==> config.mk <==
export PLATFORM = sky130hd
export DESIGN_NAME = bfha_ctrl
export DESIGN_NICKNAME = d
export VERILOG_FILES = /design/src/rtl/core/bfha_pkg.sv /design/src/rtl/core/bfha_ctrl.sv
export SDC_FILE = /design/constraint.sdc
export NUM_CORES = 1
export LEC_CHECK = 0
export BUFFER_PORTS_ARGS = -buffer_cell sky130_fd_sc_hd__buf_2
export CORE_AREA = 3 3 40 42
export DETAILED_ROUTE_END_ITERATION = 10
export DIE_AREA = 0 0 43 45
export PLACE_DENSITY = 0.44
export SYNTH_ARGS = -nofsm -noshare
export SYNTH_HDL_FRONTEND = slang
export SYNTH_SLANG_ARGS = --single-unit
==> constraint.sdc <==
create_clock -name i_clk -period 1.49 [get_ports i_clk]
set_clock_uncertainty 0.15 [all_clocks]
set_input_delay 0.298 -clock i_clk [delete_from_list [all_inputs] [get_ports i_clk]]
set_output_delay 0.298 -clock i_clk [all_outputs]
set_load 0.02 [all_outputs]
==> src/rtl/core/bfha_pkg.sv <==
// Shared types, constants and controller/datapath interface of the heap allocator.
`default_nettype none
package bfha_pkg;

    // heap geometry and header layout
    localparam int HEAP_BYTES_DEF = 4096;
    localparam int HDR_BYTES      = 8;
    localparam int NEED_W         = 14;

    // configuration
    localparam logic [7:0] SLACK_RESET     = 8'd32;
    localparam logic       REG_SPLIT_SLACK = 1'b0;

    // result status codes
    localparam logic [1:0] ST_OK       = 2'd0;
    localparam logic [1:0] ST_BAD_SIZE = 2'd1;
    localparam logic [1:0] ST_NO_FIT   = 2'd2;
    localparam logic [1:0] ST_BAD_FREE = 2'd3;

    // operation codes
    localparam logic MODE_ALLOC = 1'b0;
    localparam logic MODE_FREE  = 1'b1;

    typedef struct packed {
        logic        mode;
        logic [12:0] request_bytes;
        logic [11:0] free_offset;
    } t_req;

    typedef struct packed {
        logic [11:0] data_offset;
        logic [1:0]  status;
    } t_res;

    // controller to datapath
    typedef struct packed {
        logic start;
        logic walk;
        logic wr_alloc;
        logic wr_split;
        logic free_fin;
        logic out_load;
    } t_cmd;

    // datapath to controller
    typedef struct packed {
        logic zero_req;
        logic alloc_hit;
        logic free_hit;
        logic walk_done;
        logic split;
        logic out_free;
    } t_sts;

endpackage
`default_nettype wire

==> src/rtl/core/bfha_ctrl.sv <==
// Sequencer for the chunk walk, header writes and result hand-off.
`default_nettype none
module bfha_ctrl (
    input  wire logic          i_clk,
    input  wire logic          i_rst_n,
    input  wire logic          i_in_valid,
    output logic               o_in_stall,
    input  wire bfha_pkg::t_sts i_sts,
    output bfha_pkg::t_cmd     o_cmd
);
    import bfha_pkg::*;

    localparam logic [2:0] S_IDLE     = 3'd0;
    localparam logic [2:0] S_WALK     = 3'd1;
    localparam logic [2:0] S_WR_ALLOC = 3'd2;
    localparam logic [2:0] S_WR_SPLIT = 3'd3;
    localparam logic [2:0] S_FREE_FIN = 3'd4;
    localparam logic [2:0] S_FINISH   = 3'd5;

    logic [2:0] r_state;
    logic [2:0] n_state;

    assign o_in_stall = (r_state != S_IDLE);

    // decide next state and issue commands
    always_comb begin
        n_state = r_state;
        o_cmd   = '0;
        case (r_state)
            S_IDLE: begin
                if (i_in_valid) begin
                    o_cmd.start = 1'b1;
                    n_state     = i_sts.zero_req ? S_FINISH : S_WALK;
                end
            end
            S_WALK: begin
                o_cmd.walk = 1'b1;
                if (i_sts.alloc_hit) begin
                    n_state = S_WR_ALLOC;
                end else if (i_sts.free_hit) begin
                    n_state = S_FREE_FIN;
                end else if (i_sts.walk_done) begin
                    n_state = S_FINISH;
                end
            end
            S_WR_ALLOC: begin
                o_cmd.wr_alloc = 1'b1;
                n_state        = i_sts.split ? S_WR_SPLIT : S_FINISH;
            end
            S_WR_SPLIT: begin
                o_cmd.wr_split = 1'b1;
                n_state        = S_FINISH;
            end
            S_FREE_FIN: begin
                o_cmd.free_fin = 1'b1;
                n_state        = S_FINISH;
            end
            S_FINISH: begin
                if (i_sts.out_free) begin
                    o_cmd.out_load = 1'b1;
                    n_state        = S_IDLE;
                end
            end
            default: n_state = S_IDLE;
        endcase
    end

    // hold state
    always_ff @(posedge i_clk) begin
        if (!i_rst_n) begin
            r_state <= S_IDLE;
        end else begin
            r_state <= n_state;
        end
    end

endmodule
`default_nettype wire

==> results of run 1 <==
==> power groups by stage <==
stage / Sequential, W / Clock (W) / Combinational (W)
2_1_floorplan: 0.0000990 / 0 / 0.000163
3_3_place_gp: 0.000104 / 0 / 0.000214
3_5_place_dp: 0.000104 / 0 / 0.000212
4_1_cts: 0.000107 / 0.000159 / 0.000271
5_1_grt: 0.000108 / 0.000163 / 0.000318
6_report: 0.000107 / 0.000150 / 0.000299
==> metrics by stage <==
stage          utilization (%)  TNS, ns
2_1_floorplan                -        0
3_3_place_gp             28.82        0
3_5_place_dp             28.82        0
4_1_cts                  38.17  -0.3261
5_1_grt                  40.60  -0.5760
6_report                 40.60  -0.3027
==> final cells by class <==
class                      count  area (um2)  share of cell area, %
inverter                       2       10.01                  1.918
multi-input combinational     23       211.5                  40.53
sequential                     3       63.81                  12.23
timing repair buffer          24       191.4                  36.69
tap                           15       18.77                  3.597
clock buffer                   4       26.28                  5.036
==> per-layer routing <==
metal,vias up,GRT usage (%)
met2,15,13.77
li1,163,-
met1,147,11.57
met3,2,2.789
met5,-,0
met4,0,12.65
==> layout by cell type (no fill, tap or decap), drive strengths merged, types with 2 or more instances in the layout <==
master,n
nor2,3
clkbuf,4
o21ai,2
a21oi,2
nor3b,2
inv,2
and3,3
dfxtp,3
buf,24
==> cells by family after synthesis <==
| group | count (synthesis) |
|---|---|
| flops | 3 |
| mux | 1 |
| compound gates | 7 |
| buf+inv | 5 |
| simple gates | 15 |
==> worst max path at each step <==
stage                     to  slack [ns]
CTS                 o_cmd[5]       -0.14
detailed placement  o_cmd[5]        0.10
finish              o_cmd[5]       -0.11
global placement    o_cmd[5]        0.12
floorplan           o_cmd[5]        0.05
global route        o_cmd[5]       -0.17
==> what timing repair did <==
item,in CTS,in global routing
endpoints found under the setup margin,7,7
pin swaps,3,1
gates resized for setup,22,4
setup buffers,3,2
==> critical path: stages (launching register included) <==
cell and delay [ns]:
dfxtp_2 0.32, or3_4 0.40, nor2_4 0.09, buf_6 0.11
==> metrics.md, run 1 <==
| Metric | Value |
|---|---|
| Status | `finished with violations` |
| Failing checks | `negative setup slack` |
| Min Clock Period, post-route | `1.605 ns` |
| Vias in the first global route | `321` |
| Worst endpoint required time | `1.04 ns` |
| HPWL after DPL | `565.2 um` |
| Reg2reg end | `r_state[2]` |
| Final hold slack | `0.1986 ns` |
| Post-synth EDFFs | `0` |
| Lkg Pwr | `0.2429 nW` |
| Adder-Cell Fraction of Synth Area | `0%` |
| CP Max Fanout | `3` |
| R2r startpoint | `r_state[0]` |
| Dpl cells | `62` |
| CTS Buf Count | `3` |
| Largest register FFs | `3` |
| Syn Area/Cell | `8.516 um2` |
| Final Max Slew Viols | `0` |
| Initial antenna violation count | `0` |
| Arr. time, crit path | `1.16 ns` |
| Reg2reg path depth | `5` |
| Post-Syn Instances | `31` |
| Post-route DRC | `0` |
| Pre-CTS setup slack | `0.1047 ns` |
| Vias | `327` |
| Gate power share | `53.8%` |
| Final Cell Area | `521.8 um2` |
| Highest routed layer | `met4` |
| Slew of the pin with the lowest slew margin | `0.1862 ns` |
| Post-route worst setup slack | `-0.1145 ns` |
| Final antenna diode count | `0` |
| Post-route ant nets | `0` |
| Period Utilization, post-route | `107.7%` |
| CTS Hold Bufs | `0` |
| FILL cells | `131` |
| Io pins | `16` |
| Tot Pwr | `0.0005558 W` |
| Post-Syn Area | `264.0 um2` |
| Bufs on Longest Clock Path | `2` |
| XOR/XNOR Fraction of Synth Area | `0%` |
| First-pass GRT wire length | `1.345 mm` |
| Final Hold Violating Endpoints | `0` |
| Cell taking the most area after synthesis | `dfxtp_1` |
| Congestion Overflow GR | `0` |
| Hold path cells | `3` |
| Area share of the largest cell type after synthesis | `22.75%` |
| R2r setup slk | `0.12 ns` |
| Final WL | `858 um` |
| Die X | `43 um` |
| CTS sink count | `3` |
| Post-synth top cells | `3 x and3_1, 3 x dfxtp_1, 3 x nor2_1` |
| Worst-path clk slew | `0.04 ns` |
| Ys flop type | `dfxtp_1` |
| WS Path Type | `reg -> out` |
| Compound-Gate Fraction of Synth Area | `22.27%` |
| Pint | `0.0003536 W` |
| DR iter-0 viols | `1` |
| Fin cells | `71` |
| Area grow syn2layout | `97.63%` |
| Die area | `0.001935 mm2` |
| Global placement routability congestion | `0.6979` |
| Max VDD drop | `0.4157 mV` |
| Synth Warn # | `0` |
| Worst setup SP type | `flop` |
| Total GRT Usage | `10.16%` |
| Library cells used by synthesis | `22` |
| WL per Instance | `12.08 um` |
| Dominant combinational cell family by area after synthesis | `simple AND/OR/NAND/NOR gates` |
| Psw | `0.0002022 W` |
| Vias per cell | `4.606` |
| CP endpoint kind | `output pin` |
| H-Tree Depth | `1` |
| Die height | `45 um` |
| Met3 WL post-DR | `59 um` |
| Layout cells sized above 1 | `73.21%` |
| Sequential Power Share | `19.2%` |
| Synth Net Count | `40` |
| I/O Buffers | `15` |
| Multiplexer share of the synthesized area | `3.791%` |
| Reg with most FFs | `r_state` |
| CTS Root Cell | `clkbuf_4` |
| Async S/R FF share, synth | `0%` |
| Post-synthesis register bit count | `3` |
| Synth Area in Simple Gates | `36.97%` |
| Drt pass-1 iters | `4` |
| Initial Util | `20.55%` |
| Final net count | `66` |
| Ranking of synthesized cells by area | `dfxtp_1 23%, buf_6 8.5%, and3_1 7.1%, o2bb2ai_2 5.7%, nor3b_2 4.7%` |
| RSZ-0062 raised after global routing | `yes` |
| Largest registers | `r_state: 3 flops` |
| Max-Cap Viols | `0` |
| Core box area | `0.001285 mm2` |
| Hold Path Class | `in -> reg` |
| Post-Route M1 WL | `402 um` |
| Power per cell area | `1065 mW/mm2` |
| Final Setup Violations | `5` |
| Worst-Skew Late Latency | `0.24 ns` |
| FP Rows | `13` |
| Post-DP Area | `370.4 um2` |
| Pin count of the biggest net entering global routing | `9` |
| Net Sw Frac | `36.38%` |
| Register area share after synthesis | `22.75%` |
| CP startpoint | `r_state[2]` |
| Hold path start | `i_rst_n` |
| CTS tree | `built` |
| Clock share of power | `27.0%` |
| Fmax achieved | `0.6232 GHz` |
| Hold worst-path end | `r_state[2]` |
| Met2 routed wirelength | `375 um` |
| Max_slew headroom | `87.54%` |
Power figures use the tool's default switching activity.
==> run 2: changes to the inputs <==
- REMOVE_ABC_BUFFERS: unset -> 1
==> metrics.md, run 2 (synthesis results as in run 1) <==
| Metric | Value |
|---|---|
| Pre-CTS setup slack | `0.05678 ns (was 0.1047 ns)` |
| Arr. time, crit path | `1.21 ns (was 1.16 ns)` |
| Worst-path clk slew | `0.03 ns (was 0.04 ns)` |
| Fin cells | `73 (was 71)` |
| Final antenna diode count | `0 (unchanged)` |
| Period Utilization, post-route | `111.5% (was 107.7%)` |
| Reg with most FFs | `r_state (unchanged)` |
| Global placement routability congestion | `0.7493 (was 0.6979)` |
| Dpl cells | `63 (was 62)` |
| Max-Cap Viols | `0 (unchanged)` |
| Pin count of the biggest net entering global routing | `7 (was 9)` |
| CTS Root Cell | `clkbuf_4 (unchanged)` |
| CTS Hold Bufs | `0 (unchanged)` |
| Leading cell types in the layout, fill and taps excluded | `11 x buf_2, 10 x buf_4, 5 x buf_6 (was 9 x buf_2, 9 x buf_6, 6 x buf_4)` |
| R2r setup slk | `0.15 ns (was 0.12 ns)` |
| Post-route DRC | `0 (unchanged)` |
| Die area | `0.001935 mm2 (unchanged)` |
| I/O Buffers | `15 (unchanged)` |
| Largest register FFs | `3 (unchanged)` |
| Tot Pwr | `0.0005392 W (was 0.0005558 W)` |
| Fmax achieved | `0.6021 GHz (was 0.6232 GHz)` |
| Post-DP Area | `365.4 um2 (was 370.4 um2)` |
| Vias | `327 (unchanged)` |
| RSZ-0062 raised after global routing | `yes (unchanged)` |
| HPWL after DPL | `562.2 um (was 565.2 um)` |
| WS Path Type | `reg -> out (unchanged)` |
| Vias per cell | `4.479 (was 4.606)` |
| Largest registers | `r_state: 3 flops (unchanged)` |
| Max VDD drop | `0.3911 mV (was 0.4157 mV)` |
| Total GRT Usage | `9.635% (was 10.16%)` |
| CP Max Fanout | `3 (unchanged)` |
| Die height | `45 um (unchanged)` |
| H-Tree Depth | `1 (unchanged)` |
| Status | `finished with violations (unchanged)` |
| Final Setup Violations | `6 (was 5)` |
| Hold Path Class | `in -> reg (unchanged)` |
| Layout cells sized above 1 | `68.97% (was 73.21%)` |
| Min Clock Period, post-route | `1.661 ns (was 1.605 ns)` |
| Bufs on Longest Clock Path | `2 (unchanged)` |
| Final Max Slew Viols | `0 (unchanged)` |
| DR iter-0 viols | `2 (was 1)` |
| Max_slew headroom | `90.02% (was 87.54%)` |
| Worst-Skew Late Latency | `0.24 ns (about the same)` |
| Area grow syn2layout | `90.52% (was 97.63%)` |
| Failing checks | `negative setup slack (unchanged)` |
| Most common cell after layout, fill and taps aside | `buf_2` |
| Pint | `0.0003493 W (was 0.0003536 W)` |
| Initial Util | `20.55% (unchanged)` |
| Worst setup SP type | `flop (unchanged)` |
| Sequential Power Share | `20.7% (was 19.2%)` |
| Initial antenna violation count | `0 (unchanged)` |
| Gate power share | `52.1% (was 53.8%)` |
| Final Hold Violating Endpoints | `0 (unchanged)` |
| Post-route worst setup slack | `-0.1707 ns (was -0.1145 ns)` |
| Lkg Pwr | `0.2507 nW (was 0.2429 nW)` |
| Vias in the first global route | `338 (was 321)` |
| Power per cell area | `1072 mW/mm2 (was 1065 mW/mm2)` |
| Congestion Overflow GR | `0 (unchanged)` |
| Die X | `43 um (unchanged)` |
| CTS Buf Count | `3 (unchanged)` |
| Psw | `0.0001899 W (was 0.0002022 W)` |
| Slew of the pin with the lowest slew margin | `0.1455 ns (was 0.1862 ns)` |
| Worst endpoint required time | `1.04 ns (about the same)` |
| Drt pass-1 iters | `2 (was 4)` |
| Io pins | `16 (unchanged)` |
| First-pass GRT wire length | `1.373 mm (was 1.345 mm)` |
| Clock share of power | `27.3% (was 27.0%)` |
| CP endpoint kind | `output pin (unchanged)` |
| Net Sw Frac | `35.22% (was 36.38%)` |
| FP Rows | `13 (unchanged)` |
| Post-route ant nets | `0 (unchanged)` |
| CTS sink count | `3 (unchanged)` |
| Final Cell Area | `503.0 um2 (was 521.8 um2)` |
| Core box area | `0.001285 mm2 (unchanged)` |
| WL per Instance | `11.81 um (was 12.08 um)` |
| Final WL | `862 um (was 858 um)` |
| CTS tree | `built (unchanged)` |
| Final net count | `68 (was 66)` |
-- run 2: layout make-up --
class / count / area (um2)
Inverter: 2 / 7.507
Timing Repair Buffer: 26 / 186.4
Tap cell: 15 / 18.77
Fill cell: 144 / 782.0
Sequential cell: 3 / 68.82
Clock buffer: 4 / 26.28
Multi-Input combinational cell: 23 / 195.2
-- run 2: through the flow --
step,hold slack [ns],utilization [%],setup TNS [ns]
floorplan,0.2898,-,-0.1378
global placement,0.4478,28.43,0
detailed placement,0.4417,28.43,0
CTS,0.1853,37.49,-0.5246
global route,0.2156,39.14,-0.7511
finish,0.1856,39.14,-0.5532
-- run 2: final timing paths --
check,start,depth (start not counted),endpoint
hold reg to reg,r_state[2],2,r_state[1]
setup reg to reg,r_state[0],5,r_state[2]
hold / removal,i_rst_n,3,r_state[0]
setup / recovery,r_state[0],3,o_cmd[5]
-- run 2: repair_timing --
action,CTS,global route
cloned,0,0
pin swaps,4,1
setup endpoints to repair,7,6
setup buffers,6,0
resized for setup,15,5
-- run 2: per-layer routing --
| metal | vias up | global-route usage, % | routed length [um] |
|---|---|---|---|
| li1 | 166 | - | - |
| met1 | 144 | 10.53 | 359 |
| met2 | 15 | 15.57 | 418 |
| met3 | 2 | 3.187 | 63 |
| met4 | 0 | 7.229 | 20 |
| met5 | - | 0 | 0 |
-- run 2: worst max-delay path: stages, from the launching register on --
cell	delay, ns
dfxtp_4	0.34
or3_4	0.40
nor2_4	0.12
buf_6	0.12
-- run 2: power groups by stage --
stage | combinational (W) | clock (W) | sequential, W
2_1_floorplan | 0.000105 | 0 | 0.000117
3_3_place_gp | 0.000198 | 0 | 0.000113
3_5_place_dp | 0.000194 | 0 | 0.000113
4_1_cts | 0.000255 | 0.000152 | 0.000111
5_1_grt | 0.000303 | 0.000155 | 0.000114
6_report | 0.000281 | 0.000147 | 0.000111
==> run 3: changes to the inputs <==
--- a/constraint.sdc
+++ b/constraint.sdc
@@ -3,3 +3,3 @@
 set_input_delay 0.298 -clock i_clk [delete_from_list [all_inputs] [get_ports i_clk]]
 set_output_delay 0.298 -clock i_clk [all_outputs]
-set_load 0.02 [all_outputs]
+set_load 0.005 [all_outputs]
==> metrics.md, run 3 (synthesis results as in run 1) <==
| Metric | Value |
|---|---|
| Status | `finished with violations (unchanged)` |
| Failing checks | `negative setup slack (unchanged)` |
| Arr. time, crit path | `1.15 ns (was 1.21 ns)` |
| Initial antenna violation count | `0 (unchanged)` |
| Max VDD drop | `0.2656 mV (was 0.3911 mV)` |
| Crit path to | `o_cmd[5] (unchanged)` |
| Io pins | `16 (unchanged)` |
| Final Hold Violating Endpoints | `0 (unchanged)` |
| WS Path Type | `reg -> out (unchanged)` |
| I/O Buffers | `15 (unchanged)` |
| RSZ-0062 raised after global routing | `yes (unchanged)` |
| Total GRT Usage | `10.23% (was 9.635%)` |
| Die area | `0.001935 mm2 (unchanged)` |
| FP Rows | `13 (unchanged)` |
| CTS Buf Count | `3 (unchanged)` |
| Post-route worst setup slack | `-0.1081 ns (was -0.1707 ns)` |
| Reg with most FFs | `r_state (unchanged)` |
| Vias per cell | `4.694 (was 4.479)` |
| Vias in the first global route | `372 (was 338)` |
| Worst setup SP type | `flop (unchanged)` |
| Pre-CTS setup slack | `0.08723 ns (was 0.05678 ns)` |
| Min Clock Period, post-route | `1.598 ns (was 1.661 ns)` |
| Power per cell area | `1014 mW/mm2 (was 1072 mW/mm2)` |
| HPWL after DPL | `545.9 um (was 562.2 um)` |
| Drt pass-1 iters | `4 (was 2)` |
| CP Max Fanout | `6 (was 3)` |
| Final antenna diode count | `0 (unchanged)` |
| CTS tree | `built (unchanged)` |
| CP peak stage delay | `0.39 ns (was 0.40 ns)` |
| Die height | `45 um (unchanged)` |
| Post-route DRC | `0 (unchanged)` |
| DR iter-0 viols | `4 (was 2)` |
| Max-Cap Viols | `0 (unchanged)` |
| Reg2reg end | `r_state[2] (unchanged)` |
| CTS Root Cell | `clkbuf_4 (unchanged)` |
| CTS sink count | `3 (unchanged)` |
| H-Tree Depth | `1 (unchanged)` |
| R2r startpoint | `r_state[1] (was r_state[0])` |
| WL per Instance | `11.42 um (was 11.81 um)` |
| Largest registers | `r_state: 3 flops (unchanged)` |
| Period Utilization, post-route | `107.3% (was 111.5%)` |
| Final WL | `822 um (was 862 um)` |
| R2r setup slk | `0.21 ns (was 0.15 ns)` |
| Worst-path clk slew | `0.04 ns (was 0.03 ns)` |
| CP endpoint kind | `output pin (unchanged)` |
| Worst endpoint required time | `1.04 ns (about the same)` |
| Worst-Skew Late Latency | `0.23 ns (was 0.24 ns)` |
| Reg2reg path depth | `4 (was 5)` |
| Initial Util | `20.55% (unchanged)` |
| Fmax achieved | `0.6257 GHz (was 0.6021 GHz)` |
| Layout cells sized above 1 | `71.93% (was 68.97%)` |
| Post-DP Area | `350.3 um2 (was 365.4 um2)` |
| Pin count of the biggest net entering global routing | `8 (was 7)` |
| Post-route ant nets | `0 (unchanged)` |
| Hold Path Class | `in -> reg (unchanged)` |
| Largest register FFs | `3 (unchanged)` |
| Vias | `338 (was 327)` |
| Die X | `43 um (unchanged)` |
| CP startpoint | `r_state[0] (unchanged)` |
| Final Setup Violations | `3 (was 6)` |
| Area grow syn2layout | `81.04% (was 90.52%)` |
| Slew of the pin with the lowest slew margin | `0.1395 ns (was 0.1455 ns)` |
| Leading cell types in the layout, fill and taps excluded | `15 x buf_2, 6 x buf_4, 4 x buf_6 (was 11 x buf_2, 10 x buf_4, 5 x buf_6)` |
| Global placement routability congestion | `0.7176 (was 0.7493)` |
| Final Cell Area | `478.0 um2 (was 503.0 um2)` |
| Final net count | `67 (was 68)` |
| Most common cell after layout, fill and taps aside | `buf_2 (unchanged)` |
| Lkg Pwr | `0.2465 nW (was 0.2507 nW)` |
| Final Max Slew Viols | `0 (unchanged)` |
| Slowest CP cell | `or3_4 (unchanged)` |
| Crit-path cells | `or3_4 -> nor2_2 -> buf_2 (was or3_4 -> nor2_4 -> buf_6)` |
| First-pass GRT wire length | `1.469 mm (was 1.373 mm)` |
| Max_slew headroom | `90.44% (was 90.02%)` |
| Congestion Overflow GR | `0 (unchanged)` |
| Bufs on Longest Clock Path | `2 (unchanged)` |
| Core box area | `0.001285 mm2 (unchanged)` |
[run 3: changes by cell type in the layout (fill, tap and decap cells not counted), sizes merged]
| cell | before | now |
|---|---|---|
| buf | 26 | 25 |
[run 3: routing by layer]
layer / share of wire, % / routed length, um / global-route usage (%)
met2: 49 / 405 / 16.77
met4: 2.1 / 17 / 9.036
met3: 8.2 / 67 / 1.992
met1: 40 / 331 / 11.30
met5: 0 / 0 / 0
[run 3: report_power, final]
part / internal [W] / total [W] / switching (W)
Combinational: 0.000135 / 0.000226 / 0.0000915
Sequential: 0.0000957 / 0.000113 / 0.0000173
Clock: 0.000101 / 0.000146 / 0.0000452
Total: 0.000331 / 0.000485 / 0.000154
[run 3: how the worst min path moves through the flow]
stage,start,end,slack (ns),depth (start not counted)
after global routing,i_rst_n,r_state[1],0.20,2
after detailed placement,r_state[2],r_state[2],0.41,2
after CTS,i_rst_n,r_state[0],0.18,3
after global placement,r_state[2],r_state[2],0.42,2
final,i_rst_n,r_state[0],0.19,3
after floorplan,i_rst_n,r_state[0],0.29,2
[run 3: cell type report]
type | instances | area (um2)
Fill cell | 140 | 807.0
Multi-Input combinational cell | 23 | 188.9
Timing Repair Buffer | 25 | 165.2
Sequential cell | 3 | 68.82
Clock buffer | 4 | 26.28
Tap cell | 15 | 18.77
Inverter | 2 | 10.01
[run 3: what timing repair did]
item	4_1_cts	5_1_grt
pin swaps	3	1
setup endpoints to repair	6	7
gates resized for setup	10	6
setup buffers	6	2
hold buffers	0	0
[run 3: worst max-delay path, delay by kind of cell, from the launching register on]
family	cells	cell delay (ns)
buf+inv	1	0.11
simple gates	2	0.46
flops	1	0.35
[run 3: through the flow]
| stage | instances | setup TNS [ns] | total power, W | hold slack (ns) | utilization [%] |
|---|---|---|---|---|---|
| floorplan | 28 | 0 | 0.0001915 | 0.2898 | - |
| global placement | 61 | 0 | 0.0002647 | 0.4163 | 27.26 |
| detailed placement | 61 | 0 | 0.0002624 | 0.4128 | 27.26 |
| CTS | 71 | -0.2702 | 0.0004633 | 0.1810 | 34.96 |
| global route | 72 | -0.3926 | 0.0005230 | 0.2006 | 37.20 |
| finish | 72 | -0.2186 | 0.0004848 | 0.1936 | 37.20 |
